$ cat src/hw/rtl/fpes_pkg.sv
`default_nettype none

package fpes_pkg;

    // Width of the latched flash address (at most 32)
    localparam int ADDR_WIDTH = 32;

    localparam int TMO_WIDTH = 20;

    localparam logic [TMO_WIDTH-1:0] ERASE_TMO_RST = 20'h B0000;
    localparam logic [TMO_WIDTH-1:0] PROG_TMO_RST  = 20'h 02000;

    localparam logic [31:0] KEY_FIRST  = 32'h 4567_0123;
    localparam logic [31:0] KEY_SECOND = 32'h CDEF_89AB;
    localparam logic [31:0] BIT_PG     = 32'h 0000_0001;
    localparam logic [31:0] BIT_PER    = 32'h 0000_0002;
    localparam logic [31:0] BIT_OPTPG  = 32'h 0000_0010;
    localparam logic [31:0] BIT_OPTER  = 32'h 0000_0020;
    localparam logic [31:0] BIT_START  = 32'h 0000_0040;

    typedef enum logic [1:0] {
        ACT_TICK   = 2'd0,
        ACT_START  = 2'd1,
        ACT_CANCEL = 2'd2,
        ACT_CLEAR  = 2'd3
    } t_action;

    typedef enum logic [1:0] {
        OP_PAGE_ERASE = 2'd0,
        OP_WORD_PROG  = 2'd1,
        OP_OPT_ERASE  = 2'd2,
        OP_OPT_PROG   = 2'd3
    } t_op;

    typedef enum logic [1:0] {
        STAT_BUSY = 2'd0,
        STAT_DONE = 2'd1
    } t_status;

    typedef enum logic [3:0] {
        ST_IDLE      = 4'd0,
        ST_INIT      = 4'd1,
        ST_UNLOCK    = 4'd2,
        ST_CLEARFLAG = 4'd3,
        ST_WAITREADY = 4'd4,
        ST_SETOP     = 4'd5,
        ST_SETADDR   = 4'd6,
        ST_START     = 4'd7,
        ST_WAITDONE  = 4'd8,
        ST_LOCK      = 4'd9,
        ST_DONE      = 4'd10,
        ST_ERROR     = 4'd11
    } t_seq_state;

    typedef enum logic [1:0] {
        RES_SUCCESS = 2'd0,
        RES_PENDING = 2'd1,
        RES_ERROR   = 2'd2,
        RES_TIMEOUT = 2'd3
    } t_result;

    typedef enum logic [3:0] {
        CMD_NONE       = 4'd0,
        CMD_UNLOCK     = 4'd1,
        CMD_UNLOCK_OPT = 4'd2,
        CMD_CLR_FLAGS  = 4'd3,
        CMD_SET_CTRL   = 4'd4,
        CMD_WR_ADDR    = 4'd5,
        CMD_WR_WORD    = 4'd6,
        CMD_SET_START  = 4'd7,
        CMD_CLR_LOCK   = 4'd8,
        CMD_LOCK       = 4'd9
    } t_cmd_kind;

    typedef enum logic {
        CFG_ERASE_TMO = 1'b0,
        CFG_PROG_TMO  = 1'b1
    } t_cfg_idx;

    typedef struct packed {
        logic [1:0]  action;
        logic [2:0]  op_type;
        logic [31:0] target_address;
        logic [31:0] word_data;
        logic [15:0] opt_value;
        logic [1:0]  flash_status;
    } t_in_item;

    typedef struct packed {
        logic        accepted;
        logic [3:0]  seq_state;
        logic [1:0]  result_code;
        logic        result_event;
        logic [3:0]  cmd_kind;
        logic [31:0] cmd_address;
        logic [31:0] cmd_value;
    } t_out_item;

    // Sequencer context carried from one event to the next
    typedef struct packed {
        t_seq_state             state;
        t_result                result;
        logic [TMO_WIDTH-1:0]   ticks_left;
        t_op                    op;
        logic [ADDR_WIDTH-1:0]  addr;
        logic [31:0]            word;
        logic [15:0]            option;
    } t_ctx;

    typedef struct packed {
        logic [TMO_WIDTH-1:0] erase_tmo;
        logic [TMO_WIDTH-1:0] prog_tmo;
    } t_cfg;

    function automatic logic [31:0] mode_bit(input t_op op);
        logic [31:0] m;
        case (op)
            OP_PAGE_ERASE: m = BIT_PER;
            OP_WORD_PROG:  m = BIT_PG;
            OP_OPT_ERASE:  m = BIT_OPTER;
            OP_OPT_PROG:   m = BIT_OPTPG;
            default:       m = BIT_PER;
        endcase
        return m;
    endfunction

endpackage

`default_nettype wire

$ cat src/hw/rtl/fpes_step.sv
`default_nettype none

// One event applied to the sequencer context; pure combinational.
module fpes_step
    import fpes_pkg::*;
(
    input  wire t_ctx      i_ctx,
    input  wire t_in_item  i_item,
    input  wire t_cfg      i_cfg,
    output t_ctx           o_ctx,
    output t_out_item      o_result
);

    t_ctx        n_ctx;
    logic        accepted;
    logic        evt;
    t_cmd_kind   kind;
    logic [31:0] caddr;
    logic [31:0] cval;
    logic        active;
    t_seq_state  wait_next;
    logic [31:0] addr_ext;

    assign active    = (i_ctx.state != ST_IDLE) && (i_ctx.state != ST_DONE) &&
                       (i_ctx.state != ST_ERROR);
    assign wait_next = (i_ctx.state == ST_WAITREADY) ? ST_SETOP : ST_LOCK;
    assign addr_ext  = 32'(i_ctx.addr);

    always_comb begin
        n_ctx    = i_ctx;
        accepted = 1'b0;
        evt      = 1'b0;
        kind     = CMD_NONE;
        caddr    = '0;
        cval     = '0;

        case (t_action'(i_item.action))
            ACT_START: begin
                if (i_ctx.state == ST_IDLE) begin
                    n_ctx.op     = t_op'(i_item.op_type[1:0]);
                    n_ctx.addr   = i_item.target_address[ADDR_WIDTH-1:0];
                    n_ctx.word   = i_item.word_data;
                    n_ctx.option = i_item.opt_value;
                    n_ctx.result = RES_PENDING;
                    // invalid type: latched and pending, but stays idle
                    if (!i_item.op_type[2]) begin
                        n_ctx.ticks_left = i_item.op_type[0] ? i_cfg.prog_tmo
                                                             : i_cfg.erase_tmo;
                        n_ctx.state      = ST_INIT;
                        accepted         = 1'b1;
                    end
                end
            end
            ACT_CANCEL: begin
                if (active) begin
                    kind         = CMD_LOCK;
                    n_ctx.result = RES_ERROR;
                    n_ctx.state  = ST_ERROR;
                    evt          = 1'b1;
                end
            end
            ACT_CLEAR: begin
                n_ctx.state      = ST_IDLE;
                n_ctx.result     = RES_SUCCESS;
                n_ctx.ticks_left = '0;
            end
            ACT_TICK: begin
                case (i_ctx.state)
                    ST_INIT: begin
                        n_ctx.state = ST_UNLOCK;
                    end
                    ST_UNLOCK: begin
                        kind = i_ctx.op[1] ? CMD_UNLOCK_OPT : CMD_UNLOCK;
                        caddr       = KEY_FIRST;
                        cval        = KEY_SECOND;
                        n_ctx.state = ST_CLEARFLAG;
                    end
                    ST_CLEARFLAG: begin
                        kind        = CMD_CLR_FLAGS;
                        n_ctx.state = ST_WAITREADY;
                    end
                    ST_WAITREADY, ST_WAITDONE: begin
                        case (t_status'(i_item.flash_status))
                            STAT_BUSY: begin
                                if (i_ctx.ticks_left == '0) begin
                                    n_ctx.result = RES_TIMEOUT;
                                    n_ctx.state  = ST_ERROR;
                                    evt          = 1'b1;
                                end else begin
                                    n_ctx.ticks_left = i_ctx.ticks_left - 1'b1;
                                end
                            end
                            STAT_DONE: begin
                                n_ctx.state = wait_next;
                            end
                            default: begin
                                n_ctx.result = RES_ERROR;
                                n_ctx.state  = ST_ERROR;
                                evt          = 1'b1;
                            end
                        endcase
                    end
                    ST_SETOP: begin
                        kind        = CMD_SET_CTRL;
                        cval        = mode_bit(i_ctx.op);
                        n_ctx.state = (i_ctx.op == OP_OPT_ERASE) ? ST_START : ST_SETADDR;
                    end
                    ST_SETADDR: begin
                        case (i_ctx.op)
                            OP_PAGE_ERASE: begin
                                kind        = CMD_WR_ADDR;
                                caddr       = addr_ext;
                                cval        = addr_ext;
                                n_ctx.state = ST_START;
                            end
                            OP_WORD_PROG: begin
                                kind        = CMD_WR_WORD;
                                caddr       = addr_ext;
                                cval        = i_ctx.word;
                                n_ctx.state = ST_START;
                            end
                            OP_OPT_PROG: begin
                                kind        = CMD_WR_WORD;
                                caddr       = addr_ext;
                                cval        = {8'h00, i_ctx.option[15:8],
                                               8'h00, i_ctx.option[7:0]};
                                n_ctx.state = ST_START;
                            end
                            default: ;  // option erase never gets here; hold
                        endcase
                    end
                    ST_START: begin
                        kind        = CMD_SET_START;
                        cval        = BIT_START;
                        n_ctx.state = ST_WAITDONE;
                    end
                    ST_LOCK: begin
                        kind         = CMD_CLR_LOCK;
                        cval         = mode_bit(i_ctx.op);
                        n_ctx.result = RES_SUCCESS;
                        n_ctx.state  = ST_DONE;
                        evt          = 1'b1;
                    end
                    default: ;  // idle, done, error: tick does nothing
                endcase
            end
            default: ;
        endcase
    end

    assign o_ctx                 = n_ctx;
    assign o_result.accepted     = accepted;
    assign o_result.seq_state    = n_ctx.state;
    assign o_result.result_code  = n_ctx.result;
    assign o_result.result_event = evt;
    assign o_result.cmd_kind     = kind;
    assign o_result.cmd_address  = caddr;
    assign o_result.cmd_value    = cval;

endmodule

`default_nettype wire

$ cat src/hw/rtl/flash_program_erase_sequencer_top.sv
// A taken transfer goes into the event register, then its result into the result register and o_result.
// Throughput: one event per cycle unless the receiver stalls; the event register feeds the
//   step logic, whose result lands in the output register while the sequencer context updates.
// Reset (i_rst_n low, synchronous): state idle, result success, countdown and latches
//   zero, both timeouts back to their defaults, both pipeline stages empty.
`default_nettype none

module flash_program_erase_sequencer_top
    import fpes_pkg::*;
(
    input  wire                 i_clk,
    input  wire                 i_rst_n,

    // event channel
    input  wire                 i_valid,
    output logic                o_stall,
    input  wire t_in_item       i_item,

    // result channel
    output logic                o_valid,
    input  wire                 i_stall,
    output t_out_item           o_result,

    // timeout register writes
    input  wire                 i_cfg_we,
    input  wire                 i_cfg_idx,
    input  wire [TMO_WIDTH-1:0] i_cfg_data
);

    // event register
    logic       r_in_vld;
    t_in_item   r_in;
    // result register
    logic       r_out_vld;
    t_out_item  r_out;
    // sequencer context and timeouts
    t_ctx       r_ctx;
    t_ctx       n_ctx;
    t_cfg       r_cfg;
    t_out_item  n_out;

    logic       out_load;   // event register moves into the result register
    logic       in_take;    // new transfer into the event register

    // The result register takes a new item when empty or when its item leaves.
    assign out_load = r_in_vld && (!r_out_vld || !i_stall);
    assign o_stall  = r_in_vld && !out_load;
    assign in_take  = i_valid && !o_stall;

    fpes_step u_step (
        .i_ctx    (r_ctx),
        .i_item   (r_in),
        .i_cfg    (r_cfg),
        .o_ctx    (n_ctx),
        .o_result (n_out)
    );

    always_ff @(posedge i_clk) begin
        if (!i_rst_n) begin
            r_in_vld <= 1'b0;
        end else if (in_take) begin
            r_in_vld <= 1'b1;
        end else if (out_load) begin
            r_in_vld <= 1'b0;
        end
    end

    always_ff @(posedge i_clk) begin
        if (in_take) begin
            r_in <= i_item;
        end
    end

    always_ff @(posedge i_clk) begin
        if (!i_rst_n) begin
            r_out_vld <= 1'b0;
        end else if (out_load) begin
            r_out_vld <= 1'b1;
        end else if (!i_stall) begin
            r_out_vld <= 1'b0;
        end
    end

    always_ff @(posedge i_clk) begin
        if (out_load) begin
            r_out <= n_out;
        end
    end

    // Context moves exactly once per event, in step with the result register.
    always_ff @(posedge i_clk) begin
        if (!i_rst_n) begin
            r_ctx.state      <= ST_IDLE;
            r_ctx.result     <= RES_SUCCESS;
            r_ctx.ticks_left <= '0;
            r_ctx.op         <= OP_PAGE_ERASE;
            r_ctx.addr       <= '0;
            r_ctx.word       <= '0;
            r_ctx.option     <= '0;
        end else if (out_load) begin
            r_ctx <= n_ctx;
        end
    end

    // Writes must arrive only while no transfer is in flight; the block itself does not enforce this.
    always_ff @(posedge i_clk) begin
        if (!i_rst_n) begin
            r_cfg.erase_tmo <= ERASE_TMO_RST;
            r_cfg.prog_tmo  <= PROG_TMO_RST;
        end else if (i_cfg_we) begin
            case (t_cfg_idx'(i_cfg_idx))
                CFG_ERASE_TMO: r_cfg.erase_tmo <= i_cfg_data;
                CFG_PROG_TMO:  r_cfg.prog_tmo  <= i_cfg_data;
                default: ;
            endcase
        end
    end

    assign o_valid  = r_out_vld;
    assign o_result = r_out;

    // A final result is only reported on entry to done or error.
    a_event_final: assert property (@(posedge i_clk) disable iff (!i_rst_n)
        (o_valid && o_result.result_event) |->
            (o_result.seq_state == ST_DONE || o_result.seq_state == ST_ERROR))
        else $error("result event outside done/error");

    // A taken start leaves the sequencer in init, pending, with no command.
    a_accept_init: assert property (@(posedge i_clk) disable iff (!i_rst_n)
        (o_valid && o_result.accepted) |->
            (o_result.seq_state == ST_INIT && o_result.result_code == RES_PENDING &&
             o_result.cmd_kind == CMD_NONE))
        else $error("start accepted without entering init");

    // Context and result register advance together.
    a_ctx_hold: assert property (@(posedge i_clk) disable iff (!i_rst_n)
        !$past(out_load) |-> $stable(r_ctx))
        else $error("context changed without an event");

endmodule

`default_nettype wire

$ cat config.mk
export PLATFORM = sky130hd
export DESIGN_NAME = flash_program_erase_sequencer_top
export DESIGN_NICKNAME = d
export VERILOG_FILES = /design/src/hw/rtl/fpes_pkg.sv /design/src/hw/rtl/fpes_step.sv /design/src/hw/rtl/flash_program_erase_sequencer_top.sv
export SDC_FILE = /design/constraint.sdc
export NUM_CORES = 1
export LEC_CHECK = 0
export ABC_CLOCK_PERIOD_IN_PS = 5850
export BUFFER_PORTS_ARGS = -buffer_cell sky130_fd_sc_hd__buf_2
export CAP_MARGIN = 20
export CORE_MARGIN = 2
export CORE_UTILIZATION = 35
export CTS_CLUSTER_SIZE = 14
export DETAILED_ROUTE_END_ITERATION = 12
export GPL_ROUTABILITY_DRIVEN = 0
export SYNTH_ARGS = -nofsm -noshare
export SYNTH_HDL_FRONTEND = slang
export SYNTH_SLANG_ARGS = --single-unit
$ cat constraint.sdc
create_clock -name i_clk -period 5.85 [get_ports i_clk]
set_input_delay 1.17 -clock i_clk [delete_from_list [all_inputs] [get_ports i_clk]]
set_output_delay 1.17 -clock i_clk [all_outputs]
set_load 0.02 [all_outputs]
==> results.toml, run 1 <==
[clock_network]
clkSinkCount = 313
ctsHoldBuffers = 0
post_cts_resized = 0
clk_path_buf_depth = 3
cts_tree = "yes"
clock_latency_ns = 0.53
clkTransAtPathRegs_ns = 0.06
numCtsBuffers = 35
post_cts_buffers = 0
cts_max_level = 2
root_buffer = "clkbuf_16"

[die]
coreArea_sq_um = 35700
start_util = 0.357
die_y_microns = 195
die-area_sq_um = 37900
rows = 69
pin_count = 191
die_x_microns = 195

[finish]
fill_cells = 3417
finalNetCount = 1492
final_common_cell = "nand2_1"
drive_gt1_frac = 0.208
multi_input_area_sq_um = 4440
syn2layout_area_growth_pct = 19.8
mostFrequentLayoutCells = "nand2_1 (295), buf_2 (190), edfxtp_1 (163), a21oi_1 (155), dfxtp_1 (149)"
seqCellArea_sq_um = 7900

[synth]
yosysTopAreaCell = "edfxtp_1"
ys.flop_type = "edfxtp_1"
synth_top_area_share = 0.385
syn-instance-count = 1217
ys_warn_count = 0
async_flop_share = 0
synth_area_sq_um = 12700
syn_nets = 1335
ys_types = 72
yosysSeqAreaShare = 0.621
syn-mean-instance-area_sq_um = 10.4
synth-seq-cells = 313
synth_area_leaders = "edfxtp_1 (39%), dfxtp_1 (24%), nand2_1 (8.7%)"
synth_edf_count = 163

[route]
drtAntennaViolNets = 0
vias = 9732
wl_met2_microns = 15800
dr.pass1.iters = 5
viasPerCell = 5.22
totalWireLength_microns = 33900
wl_met3_microns = 1910
met1Wirelength_microns = 15200
dr.max_layer_used = "met4"
wl_per_cell_microns = 18.2
drc = 0
first_iter_violations = 768

[setup_path]
critPathSlowestCell = "nor3_2"
cp-start-kind = "register"
crit_fanout = 19
crit_start = "r_in[85]"
critPathMaxStageDelay_ns = 1.05
crit_type = "reg2reg"
endpoint_kind = "register"
worstPathRequired_ns = 6.25
critPathArrivalTime_ns = 3.90
crit_family = "simple AND/OR/NAND/NOR gates"
worstReg2RegStart = "r_in[85]"
timing.critical_path.buf_inv = 2
path_cells = "inv_1, ha_1, clkinv_1, nor3_2, o21ai_0, o211a_1"

[power]
peakVddDrop_mv = 0.207
leakage_nw = 5.59
p_per_area_nw_per_um2 = 331
p_total_mw = 5.04

[global_route]
gr-usage-all-layers = 0.174
grt_max_degree = 91
antenna_found_initial = 4
grt_remaining_overflow = 0
grt_pass1_vias = 9040
grt_pass1_wl_microns = 51900

[worst_hold_path]
hp-start = "r_ctx[21]"
hold_class = "reg2reg"

[sta]
min_period_over_period = 0.598
fin_worst_skew_ns = 0.0256
worst_pin_slew_ns = 1.08
tns_ns = 0
slew_viol_final = 0
fmax_ghz = 0.286
hold_viol_final = 0
setup_slack_ns = 2.35
slew_headroom = 0.278
rsz0062_at_grt = "false"
min_period_ns = 3.50
setup_viol_count_final = 0

[placement]
io_buffer_count = 190
place_ws_ns = 2.39
dpl.hpwl_microns = 21900

[run]
cap_violations = 0

[status]
status = "finished clean"
state kept, by name, summed over array words and instances (netlist names):
signal    flops
r_ctx       108
r_in         87
o_result     76
r_cfg        40
o_valid       1
r_in_vld      1
cell type report:
| class | instances | share of cell area |
|---|---|---|
| Sequential cell | 313 | 0.519 |
| Clock inverter | 13 | 0.0117 |
| Antenna cell | 3 | 0.000493 |
| Inverter | 12 | 0.00329 |
| Tap cell | 461 | 0.0379 |
| Clock buffer | 51 | 0.0654 |
| Multi-Input combinational cell | 807 | 0.292 |
| Timing Repair Buffer | 205 | 0.0707 |
where the power goes:
group / switching, mW / internal, mW / leakage [nW]
clock: 0.894 / 1.33 / 0.572
combinational: 0.258 / 0.122 / 2.23
sequential: 0.0394 / 2.40 / 2.79
tightest hold or removal path: cells and delay by family (launching register included):
kind            cells  cell delay (ns)
simple gates        1             0.05
flops               1             0.31
compound gates      1             0.05
worst paths after layout:
path / to / slack (ns) / depth (start not counted)
min reg2reg: r_ctx[21] / 0.45 / 2
max reg2reg: r_ctx[83] / 2.35 / 6
min: r_ctx[21] / 0.45 / 2
max: r_ctx[83] / 2.35 / 6
cell families (layout without fill, tap and decap cells):
group,Yosys count,after routing,share of synthesized area
adders and majority gates,5,5,0.00492
DFF,313,313,0.621
buffers and inverters,97,281,0.0313
other,0,3,0
and+or+nand+nor,462,462,0.163
muxes,38,38,0.0300
AOI/OAI and AO/OA,298,298,0.147
xor gates and xnor gates,4,4,0.00276
cell usage after synthesis (all sizes together) (11+ instances only):
cell type and n:
nand2 296, edfxtp 163, a21oi 155, dfxtp 150, clkbuf 62, nor2 55, mux2i 37, o21ai 27
a31oi 26, nand3 26, buf 23, and2 21, nor3 14, o22ai 13, inv 11
metal layers:
metal | global-route usage | up-vias
met1 | 0.243 | 4676
met4 | 0.0564 | 0
met3 | 0.0252 | 62
li1 | - | 4670
met5 | 0 | -
met2 | 0.277 | 324
stage by stage:
| step | std cells | hold WS [ns] | utilization | area, sq um |
|---|---|---|---|---|
| finish | 1865 | 0.453 | 0.427 | 15200 |
| global route | 1863 | 0.467 | 0.427 | 15200 |
| CTS | 1861 | 0.454 | 0.426 | 15200 |
| detailed placement | 1797 | 0.446 | 0.393 | 14000 |
| global placement | 1797 | 0.442 | 0.393 | 14000 |
| floorplan | 1217 | 0.431 | - | 12700 |
Power figures use the tool's default switching activity.
==> inputs of run 2 (changes only) <==
--- a/config.mk
+++ b/config.mk
@@ -5,7 +5,7 @@
 export SDC_FILE = /design/constraint.sdc
 export NUM_CORES = 1
 export LEC_CHECK = 0
-export ABC_CLOCK_PERIOD_IN_PS = 5850
+export ABC_CLOCK_PERIOD_IN_PS = 3100
 export BUFFER_PORTS_ARGS = -buffer_cell sky130_fd_sc_hd__buf_2
 export CAP_MARGIN = 20
 export CORE_MARGIN = 2
==> constraint.sdc (replaced) <==
create_clock -name i_clk -period 3.1 [get_ports i_clk]
set_input_delay 0.62 -clock i_clk [delete_from_list [all_inputs] [get_ports i_clk]]
set_output_delay 0.62 -clock i_clk [all_outputs]
set_load 0.02 [all_outputs]
==> run 2 against run 1 <==
- total power grew 88%
- sequential share of layout area shrank 0.55 points
- die area is the same
- via count is essentially flat
- combinational power grew 92%
- routed wire length grew 0.27%
- hold slack lost 0.20 ns
- first-iteration DRC count grew 17%
- non-clock buffer count grew 16
- critical path type unchanged
- critical endpoint is now r_ctx[101]
- largest cell class unchanged
==> results.toml, run 2 (synthesis gave the netlist of run 1 again) <==
[die]
start_util = 0.357
pin_count = 191
die_x_microns = 195
coreArea_sq_um = 35700
die_y_microns = 195
rows = 69
die-area_sq_um = 37900

[finish]
largest_reg_flops = 108
finalNetCount = 1509
multi_input_area_sq_um = 4440
final_util = 0.432
syn2layout_area_growth_pct = 21.1
mostFrequentLayoutCells = "nand2_1 (295), buf_2 (190), edfxtp_1 (163), a21oi_1 (155), dfxtp_1 (149)"
fill_cells = 3434
regMostFlops = "r_ctx"
seqCellArea_sq_um = 7900
drive_gt1_frac = 0.216
final_common_cell = "nand2_1"

[sta]
hold_viol_final = 0
slew_headroom = 0.413
fmax_ghz = 0.407
min_period_over_period = 0.793
slew_viol_final = 0
worst_pin_slew_ns = 0.881
tns_ns = 0
min_period_ns = 2.46
rsz0062_at_grt = "false"
setup_viol_count_final = 0
fin_worst_skew_ns = 0.0256

[route]
first_iter_violations = 901
totalWireLength_microns = 34000
dr.pass1.iters = 5
dr.max_layer_used = "met4"
wl_per_cell_microns = 18.0
wl_met3_microns = 1810
drc = 0
met1Wirelength_microns = 15300
vias = 9736
viasPerCell = 5.17
drtAntennaViolNets = 0
wl_met2_microns = 15600

[clock_network]
cts_tree = "yes"
clk_path_buf_depth = 3
clkSinkCount = 313
root_buffer = "clkbuf_16"
numCtsBuffers = 36
clkTransAtPathRegs_ns = 0.06
cts_max_level = 2
post_cts_buffers = 0
ctsHoldBuffers = 0
clock_latency_ns = 0.54
post_cts_resized = 0

[status]
status = "finished clean"

[worst_hold_path]
hold_class = "in2reg"

[setup_path]
critPathArrivalTime_ns = 2.90
cp-start-kind = "register"
worstPathRequired_ns = 3.55
crit_type = "reg2reg"
crit_fanout = 12
endpoint_kind = "register"

[global_route]
grt_remaining_overflow = 0
antenna_found_initial = 6
grt_max_degree = 83
grt_pass1_vias = 9198
gr-usage-all-layers = 0.177
grt_pass1_wl_microns = 52600

[power]
leakage_nw = 5.67
p_per_area_nw_per_um2 = 616
peakVddDrop_mv = 0.433

[run]
cap_violations = 0

[placement]
io_buffer_count = 190
dpl.hpwl_microns = 22400
## run 2: changes by cell type in the layout (fill, tap and decap cells not counted), moves of 2 or more
cell,previous run,this run
buf_4,14,25
buf_12,1,6
clkbuf_1,10,13
clkbuf_16,35,38
clkbuf_8,6,3
bufinv_16,3,1
clkinvlp_4,0,2
## run 2: worst paths after layout
check / start / cells past startpoint / slack (ns) / endpoint
min reg2reg: r_cfg[0] / 2 / 0.45 / r_cfg[0]
min: i_item[70] / 1 / 0.26 / r_in[70]
max: r_in[85] / 8 / 0.64 / r_ctx[101]
max reg2reg: r_in[85] / 8 / 0.64 / r_ctx[101]
## run 2: cell type report
type                            count  share of cell area
Timing Repair Buffer              221              0.0818
Tap cell                          461              0.0375
Multi-Input combinational cell    807               0.289
Antenna cell                        4            0.000650
Sequential cell                   313               0.513
Clock buffer                       54              0.0676
Clock inverter                     11             0.00724
Inverter                           12             0.00325
## run 2: critical path, stage by stage (launching register included)
cell,delay [ns]
edfxtp_1,0.42
inv_1,0.12
ha_1,0.46
buf_4,0.25
nor2b_1,0.33
nand4_1,0.30
o22ai_1,0.26
nand3_1,0.11
a21oi_1,0.13
## run 2: layer usage
| metal | vias up | GRT usage |
|---|---|---|
| met2 | 309 | 0.275 |
| met1 | 4649 | 0.244 |
| met4 | 0 | 0.0764 |
| met5 | - | 0 |
| met3 | 70 | 0.0285 |
| li1 | 4708 | - |
## run 2: report_power, final
group,switching (mW),internal [mW]
Sequential,0.0832,4.53
Clock,1.70,2.43
Combinational,0.481,0.250
Total,2.27,7.21
## run 2: per-stage QoR
step / area (sq um) / instances / power [mW] / hold WS, ns / worst slack, ns
floorplan: 12700 / 1217 / 5.13 / 0.431 / 0.0294
global placement: 14200 / 1814 / 5.42 / 0.442 / 0.647
detailed placement: 14200 / 1814 / 5.43 / 0.446 / 0.663
CTS: 15400 / 1879 / 9.59 / 0.232 / 0.676
global route: 15400 / 1882 / 9.81 / 0.232 / 0.443
finish: 15400 / 1883 / 9.48 / 0.257 / 0.642
